===== src/hdl/iort_pkg.sv =====
package iort_pkg;

    localparam int HOLD_DEPTH_DEF = 16;
    localparam int INDEX_BITS_DEF = 24;

    // fixed field widths at the ports
    localparam int FRAME_BITS = 24;
    localparam int COUNT_BITS = 5;
    localparam int COUNT_MAX  = 31;

    // configuration register indexes
    localparam logic REG_TRACKING = 1'b0;
    localparam logic REG_START    = 1'b1;

    typedef enum logic [1:0] {
        ST_IDLE,
        ST_EVAL,
        ST_RUN
    } state_t;

    // control broadcast to every cell of the store
    typedef struct packed {
        logic clear;
        logic shift;
        logic insert;
    } cell_ctrl_t;

    function automatic logic [COUNT_BITS-1:0] sat_count(input logic [31:0] v);
        logic [COUNT_BITS-1:0] r;
        if (v > 32'(COUNT_MAX))
        begin
            r = COUNT_BITS'(COUNT_MAX);
        end
        else
        begin
            r = v[COUNT_BITS-1:0];
        end
        return r;
    endfunction

endpackage


===== src/hdl/iort_cell.sv =====
module iort_cell
    import iort_pkg::*;
#(
    parameter int INDEX_BITS = INDEX_BITS_DEF
) (
    input  logic                  clk,
    input  logic                  rst_n,
    input  cell_ctrl_t            ctrl,
    input  logic [INDEX_BITS-1:0] idx,
    input  logic                  prev_valid,
    input  logic                  prev_lt,
    input  logic [INDEX_BITS-1:0] prev_held,
    input  logic                  next_valid,
    input  logic [INDEX_BITS-1:0] next_held,
    output logic                  valid,
    output logic [INDEX_BITS-1:0] held,
    output logic                  lt,
    output logic                  eq
);

    logic                  valid_reg;
    logic                  valid_next;
    logic [INDEX_BITS-1:0] held_reg;
    logic [INDEX_BITS-1:0] held_next;

    assign valid = valid_reg;
    assign held  = held_reg;
    assign lt    = valid_reg && (held_reg < idx);
    assign eq    = valid_reg && (held_reg == idx);

    always_comb
    begin
        valid_next = valid_reg;
        held_next  = held_reg;
        if (ctrl.clear)
        begin
            valid_next = 1'b0;
        end
        else if (ctrl.shift)
        begin
            // advance one place toward the head
            valid_next = next_valid;
            held_next  = next_held;
        end
        else if (ctrl.insert && !lt)
        begin
            if (prev_lt)
            begin
                valid_next = 1'b1;
                held_next  = idx;
            end
            else
            begin
                valid_next = prev_valid;
                held_next  = prev_held;
            end
        end
    end

    always_ff @(posedge clk or negedge rst_n)
    begin
        if (!rst_n)
        begin
            valid_reg <= 1'b0;
        end
        else
        begin
            valid_reg <= valid_next;
        end
    end

    always_ff @(posedge clk)
    begin
        held_reg <= held_next;
    end

endmodule


===== src/hdl/in_order_release_tracker_unit.sv =====
// Takes completed frame indices in any order and reports, one result per index,
// how many frames became releasable in order. An index is accepted when start is
// high and busy is low; its result shows on the result ports for exactly one cycle
// with done high, and must be captured in that cycle. An index that releases
// nothing visits only the evaluation state, and busy is already low during the
// strobe, so a new index can be accepted during the strobe. The expected index
// goes from the evaluation state to the run state and stays there while held
// early arrivals follow it without a gap: held indices sit in a sorted row of
// cells, leaving the row's head one per cycle. Writing REG_START loads the expected
// index and empties the store; write configuration only while busy is low.
module in_order_release_tracker_unit
    import iort_pkg::*;
#(
    parameter int HOLD_DEPTH = HOLD_DEPTH_DEF,
    parameter int INDEX_BITS = INDEX_BITS_DEF
) (
    input  logic                  clk,
    input  logic                  rst_n,
    input  logic                  wr_en,
    input  logic                  wr_index,
    input  logic [FRAME_BITS-1:0] wr_data,
    input  logic                  start,
    output logic                  busy,
    input  logic [FRAME_BITS-1:0] frame_index,
    output logic                  done,
    output logic [COUNT_BITS-1:0] release_count,
    output logic [FRAME_BITS-1:0] next_expected,
    output logic [COUNT_BITS-1:0] pending_count,
    output logic                  was_duplicate,
    output logic                  was_dropped
);

    localparam int CNT_BITS = $clog2(HOLD_DEPTH + 1);
    localparam int REL_BITS = $clog2(HOLD_DEPTH + 2);

    state_t                state_reg;
    state_t                state_next;
    logic                  enabled_reg;
    logic [INDEX_BITS-1:0] idx_reg;
    logic [INDEX_BITS-1:0] expected_reg;
    logic [INDEX_BITS-1:0] expected_next;
    logic [CNT_BITS-1:0]   count_reg;
    logic [CNT_BITS-1:0]   count_next;
    logic [REL_BITS-1:0]   released_reg;
    logic [REL_BITS-1:0]   released_next;

    logic                  done_reg;
    logic                  done_next;
    logic [COUNT_BITS-1:0] release_count_reg;
    logic [COUNT_BITS-1:0] release_count_next;
    logic [FRAME_BITS-1:0] next_expected_reg;
    logic [FRAME_BITS-1:0] next_expected_next;
    logic [COUNT_BITS-1:0] pending_count_reg;
    logic [COUNT_BITS-1:0] pending_count_next;
    logic                  dup_reg;
    logic                  dup_next;
    logic                  dropped_reg;
    logic                  dropped_next;

    cell_ctrl_t            ctrl;
    logic [HOLD_DEPTH-1:0] cell_valid;
    logic [HOLD_DEPTH-1:0] cell_lt;
    logic [HOLD_DEPTH-1:0] cell_eq;
    logic [INDEX_BITS-1:0] cell_held [HOLD_DEPTH];

    logic                  any_eq;
    logic                  full;
    logic                  head_match;

    assign busy          = (state_reg != ST_IDLE);
    assign done          = done_reg;
    assign release_count = release_count_reg;
    assign next_expected = next_expected_reg;
    assign pending_count = pending_count_reg;
    assign was_duplicate = dup_reg;
    assign was_dropped   = dropped_reg;

    genvar k;
    generate
        for (k = 0; k < HOLD_DEPTH; k++)
        begin : g_cell
            logic                  p_valid;
            logic                  p_lt;
            logic [INDEX_BITS-1:0] p_held;
            logic                  n_valid;
            logic [INDEX_BITS-1:0] n_held;

            if (k == 0)
            begin : g_head
                assign p_valid = 1'b1;
                assign p_lt    = 1'b1;
                assign p_held  = idx_reg;
            end
            else
            begin : g_body
                assign p_valid = cell_valid[k-1];
                assign p_lt    = cell_lt[k-1];
                assign p_held  = cell_held[k-1];
            end

            if (k == HOLD_DEPTH - 1)
            begin : g_tail
                assign n_valid = 1'b0;
                assign n_held  = '0;
            end
            else
            begin : g_inner
                assign n_valid = cell_valid[k+1];
                assign n_held  = cell_held[k+1];
            end

            iort_cell #(
                .INDEX_BITS(INDEX_BITS)
            ) u_cell (
                .clk       (clk),
                .rst_n     (rst_n),
                .ctrl      (ctrl),
                .idx       (idx_reg),
                .prev_valid(p_valid),
                .prev_lt   (p_lt),
                .prev_held (p_held),
                .next_valid(n_valid),
                .next_held (n_held),
                .valid     (cell_valid[k]),
                .held      (cell_held[k]),
                .lt        (cell_lt[k]),
                .eq        (cell_eq[k])
            );
        end
    endgenerate

    assign any_eq     = |cell_eq;
    assign full       = cell_valid[HOLD_DEPTH-1];
    assign head_match = cell_valid[0] && (cell_held[0] == expected_reg);

    always_comb
    begin
        state_next         = state_reg;
        expected_next      = expected_reg;
        count_next         = count_reg;
        released_next      = released_reg;
        ctrl               = '0;
        done_next          = 1'b0;
        release_count_next = release_count_reg;
        next_expected_next = next_expected_reg;
        pending_count_next = pending_count_reg;
        dup_next           = dup_reg;
        dropped_next       = dropped_reg;

        unique case (state_reg)
            ST_IDLE:
            begin
                if (start)
                begin
                    state_next = ST_EVAL;
                end
            end
            ST_EVAL:
            begin
                done_next          = 1'b1;
                release_count_next = '0;
                next_expected_next = FRAME_BITS'(32'(expected_reg));
                pending_count_next = sat_count(32'(count_reg));
                dup_next           = 1'b0;
                dropped_next       = 1'b0;
                state_next         = ST_IDLE;
                if (enabled_reg)
                begin
                    if (idx_reg == expected_reg)
                    begin
                        // hold the result until the run is drained
                        done_next     = 1'b0;
                        expected_next = expected_reg + INDEX_BITS'(1);
                        released_next = REL_BITS'(1);
                        state_next    = ST_RUN;
                    end
                    else if (idx_reg < expected_reg || any_eq)
                    begin
                        dup_next = 1'b1;
                    end
                    else if (full)
                    begin
                        dropped_next = 1'b1;
                    end
                    else
                    begin
                        ctrl.insert        = 1'b1;
                        count_next         = count_reg + CNT_BITS'(1);
                        pending_count_next = sat_count(32'(count_reg) + 32'd1);
                    end
                end
            end
            ST_RUN:
            begin
                if (head_match)
                begin
                    ctrl.shift    = 1'b1;
                    expected_next = expected_reg + INDEX_BITS'(1);
                    released_next = released_reg + REL_BITS'(1);
                    count_next    = count_reg - CNT_BITS'(1);
                end
                else
                begin
                    done_next          = 1'b1;
                    release_count_next = sat_count(32'(released_reg));
                    next_expected_next = FRAME_BITS'(32'(expected_reg));
                    pending_count_next = sat_count(32'(count_reg));
                    dup_next           = 1'b0;
                    dropped_next       = 1'b0;
                    state_next         = ST_IDLE;
                end
            end
            default:
            begin
                state_next = ST_IDLE;
            end
        endcase

        if (wr_en && wr_index == REG_START)
        begin
            expected_next = INDEX_BITS'(wr_data);
            count_next    = '0;
            ctrl.clear    = 1'b1;
        end
    end

    always_ff @(posedge clk or negedge rst_n)
    begin
        if (!rst_n)
        begin
            state_reg    <= ST_IDLE;
            enabled_reg  <= 1'b0;
            expected_reg <= '0;
            count_reg    <= '0;
            released_reg <= '0;
            done_reg     <= 1'b0;
        end
        else
        begin
            state_reg    <= state_next;
            expected_reg <= expected_next;
            count_reg    <= count_next;
            released_reg <= released_next;
            done_reg     <= done_next;
            if (wr_en && wr_index == REG_TRACKING)
            begin
                enabled_reg <= wr_data[0];
            end
        end
    end

    always_ff @(posedge clk)
    begin
        if (start && !busy)
        begin
            idx_reg <= INDEX_BITS'(frame_index);
        end
        release_count_reg <= release_count_next;
        next_expected_reg <= next_expected_next;
        pending_count_reg <= pending_count_next;
        dup_reg           <= dup_next;
        dropped_reg       <= dropped_next;
    end

endmodule


===== config.mk =====
export PLATFORM = sky130hd
export DESIGN_NAME = in_order_release_tracker_unit
export DESIGN_NICKNAME = d
export VERILOG_FILES = /design/src/hdl/iort_pkg.sv /design/src/hdl/iort_cell.sv /design/src/hdl/in_order_release_tracker_unit.sv
export SDC_FILE = /design/constraint.sdc
export NUM_CORES = 2
export LEC_CHECK = 0
export CORE_MARGIN = 4
export CORE_UTILIZATION = 50
export DETAILED_ROUTE_END_ITERATION = 6
export DONT_BUFFER_PORTS = 1
export PLACE_DENSITY = 0.66
export SLEW_MARGIN = 30
export SYNTH_ARGS = -nofsm -noshare
export SYNTH_HDL_FRONTEND = slang
export SYNTH_SLANG_ARGS = --single-unit

===== constraint.sdc =====
create_clock -name clk -period 8.7 [get_ports clk]
set_input_delay 1.74 -clock clk [delete_from_list [all_inputs] [get_ports clk]]
set_output_delay 1.74 -clock clk [all_outputs]
set_load 0.05 [all_outputs]

==> reports/results.tsv <==
stage	metric	value	unit
die	# IOs	91	
global_route	vias in the first global route	26300	
drt	DRC Markers	0	
global_route	initial antenna violation count	9	
timing	Final setup viols	0	
place	Placer Congestion	0.967	
critical_path	WP data arrival	6.17	ns
synthesis	syn_area_per_cell	9.97	sq um
outcome	outcome	finished, final reports clean	
critical_path	worst reg-to-reg setup slack	2.76	ns
critical_path	startpoint types	flop	
clock_network	postcts setup bufs	0	
die	Die W	267	um
timing	period utilisation layout	68.3	%
drt	post-route ant nets	0	
global_route	first-pass GRT wire length	157	mm
synthesis	YS warnings	0	
synthesis	Synth cell types	80	
die	Starting Density	50.8	%
finish	# nets final	3766	
global_route	met1 usage	35.6	%
critical_path	CP endpoint kind	flop	
die	row count	94	
timing	Final WS setup	2.76	ns
finish	synth-to-layout area growth	8.14	%
synthesis	Post-synth EDFFs	444	
timing	post-route minimum period	5.94	ns
timing	setup total negative slack	0	ns
clock_network	CTS Root Cell	clkbuf_16	
timing	Fmax achieved	168	MHz
timing	Final Hold Fails	0	
clock_network	CTS Hold Bufs	0	
place	pre-CTS setup slack	3.28	ns
drt	Routed WL per cell	24.6	um
die	die height	267	um
synthesis	synthesized instance count	3365	
critical_path	Crit Path Max Fanout	25	
synthesis	register area share after synthesis	43.8	%
clock_network	clock buffer depth	3	
place	port bufs	0	
drt	total routed wirelength	104	mm
clock_network	H-tree depth reported by CTS	2	
pwr	Leakage	0.0132	uW
synthesis	main area contributors after synthesis	edfxtp_1 40%, ha_1 16%, mux2i_1 8.0%	
global_route	met3 Use GR	3.58	%
timing	Final Max Tran Viols	0	
pwr	Design Power	9110	uW
timing	worst slew pin tran	1.05	ns
critical_path	Crit path required time	8.93	ns
synthesis	cell taking the most area after synthesis	edfxtp_1	
finish	Largest register FFs	384	
clock_network	PostCTS Resize Cnt	0	
synthesis	#FFs+latches synth	498	
global_route	gr ovfl total	0	
synthesis	Syn Nets	3836	
clock_network	total CTS buffers	57	
clock_network	Clk Latency, worst-skew pair	0.64	ns
global_route	global-route usage over all layers	28.5	%
synthesis	synth cell count leaders	473 x nand2_1, 448 x o21ai_0, 444 x edfxtp_1, 417 x ha_1, 267 x mux2i_1	
synthesis	count leader, synth	nand2_1	
synthesis	async set-reset flop share out of synthesis	10.8	%
finish	fraction of layout cells with a size suffix above 1	5.71	%
drt	Via-to-Cell Ratio	6.32	
drt	via count	26600	
clock_network	clock-pin slew on the worst setup and hold paths	0.06	ns
flow_run	maxcap violations	0	
hold_path	Hold Crit Class	flop to flop	
clock_network	TritonCTS clock tree	yes	
pwr	cell area power density	251	mW/mm^2
drt	first-pass iteration count of the detailed router	5	
timing	post-route clock skew	0.0369	ns
place	placed cell areas	0.0344	sq mm
global_route	largest net degree at the start of global routing	268	
pwr	VDD IR max	0.168	mV
place	Detail Placement HPWL	76.7	mm
synthesis	synthesized cell area	0.0336	sq mm
critical_path	Setup CP Type	flop to flop	
timing	headroom to the max-slew limit	29.6	%
synthesis	post-synth top area share	39.7	%
global_route	grt peak-use layer	met2	
timing	RSZ-0062 raised after global routing	false	
clock_network	clock sinks	498	
finish	post-route cell area	0.0363	sq mm
die	die area	0.0713	sq mm
synthesis	ys flop type	edfxtp_1	
die	core box area	0.0661	sq mm
global_route	met2 Resource Use GR	48.8	%
drt	initial DRC count	2575	
-- layout by cell type (no fill, tap or decap), drive strengths merged, types with 6 or more instances in the layout --
master	count
a2111oi	17
a211oi	19
a21o	23
a21oi	239
and2	10
and3	10
and4	10
buf	52
clkbuf	78
clkinv	22
dfrtp	54
diode	6
edfxtp	444
ha	417
inv	88
mux2i	267
nand2	473
nand2b	13
nand3	53
nand4	102
nor2	211
nor2b	17
nor3	49
nor4	30
o2111ai	6
o211ai	15
o21a	9
o21ai	472
xnor2	46
-- cell type report --
cell class | instances | area, sq um
Inverter | 87 | 327
Multi-Input combinational cell | 2599 | 17900
Timing Repair Buffer | 52 | 434
Antenna cell | 6 | 15.0
Fill cell | 5761 | 29800
Tap cell | 864 | 1080
Clock inverter | 29 | 277
Clock buffer | 78 | 1580
Sequential cell | 498 | 14700
-- critical path, stage by stage (launching register included) --
cell and delay, ns:
edfxtp_1 0.77, clkinv_1 0.95, ha_1 0.64, nand4_1 0.24, nor4_1 0.13, a22oi_1 0.32
nand3_1 0.12, or4_4 0.57, nor2_2 0.77, a21oi_1 0.24, nor2_4 0.74
-- metrics by stage --
step	std cells	hold slack [ns]	utilization (%)
6_report	4213	0.553	54.9
5_1_grt	4212	0.569	54.9
4_1_cts	4206	0.547	54.9
3_5_place_dp	4099	0.535	52.1
3_3_place_gp	4097	0.519	52.0
2_1_floorplan	3365	0.423	-
-- where the power goes --
part	total (uW)	switching [uW]	internal, uW
clock network	2440	1020	1410
logic	2820	1760	1050
registers	3860	661	3200
-- metal layers --
| metal | share of wire [%] | wire length (um) |
|---|---|---|
| met1 | 40 | 41200 |
| met3 | 6.5 | 6780 |
| met2 | 48 | 49800 |
| met4 | 5.7 | 5910 |
| met5 | 0.014 | 14 |
-- final timing paths --
path / start / to / cells after the start
min in group asynchronous: rst_n / expected_reg[13] / 0
max in group asynchronous: rst_n / g_cell[6].u_cell.valid / 0
worst min register to register: state_reg[1] / state_reg[1] / 1
worst max-delay path: g_cell[0].p_held[9] / g_cell[12].u_cell.held[13] / 10
worst min-delay path: state_reg[1] / state_reg[1] / 1
worst max register to register: g_cell[0].p_held[9] / g_cell[12].u_cell.held[13] / 10
-- cells by family after synthesis --
group,count (synthesis),synth area share [%]
multiplexers,272,8.14
buffers and inverters,268,3.36
adder cells (fa/ha/maj),418,15.6
AO/OA/AOI/OAI,849,14.1
XOR/XNOR,49,1.28
flip-flops,498,43.8
AND/OR/NAND/NOR,1011,13.8
(Power assumes the default switching activity.)
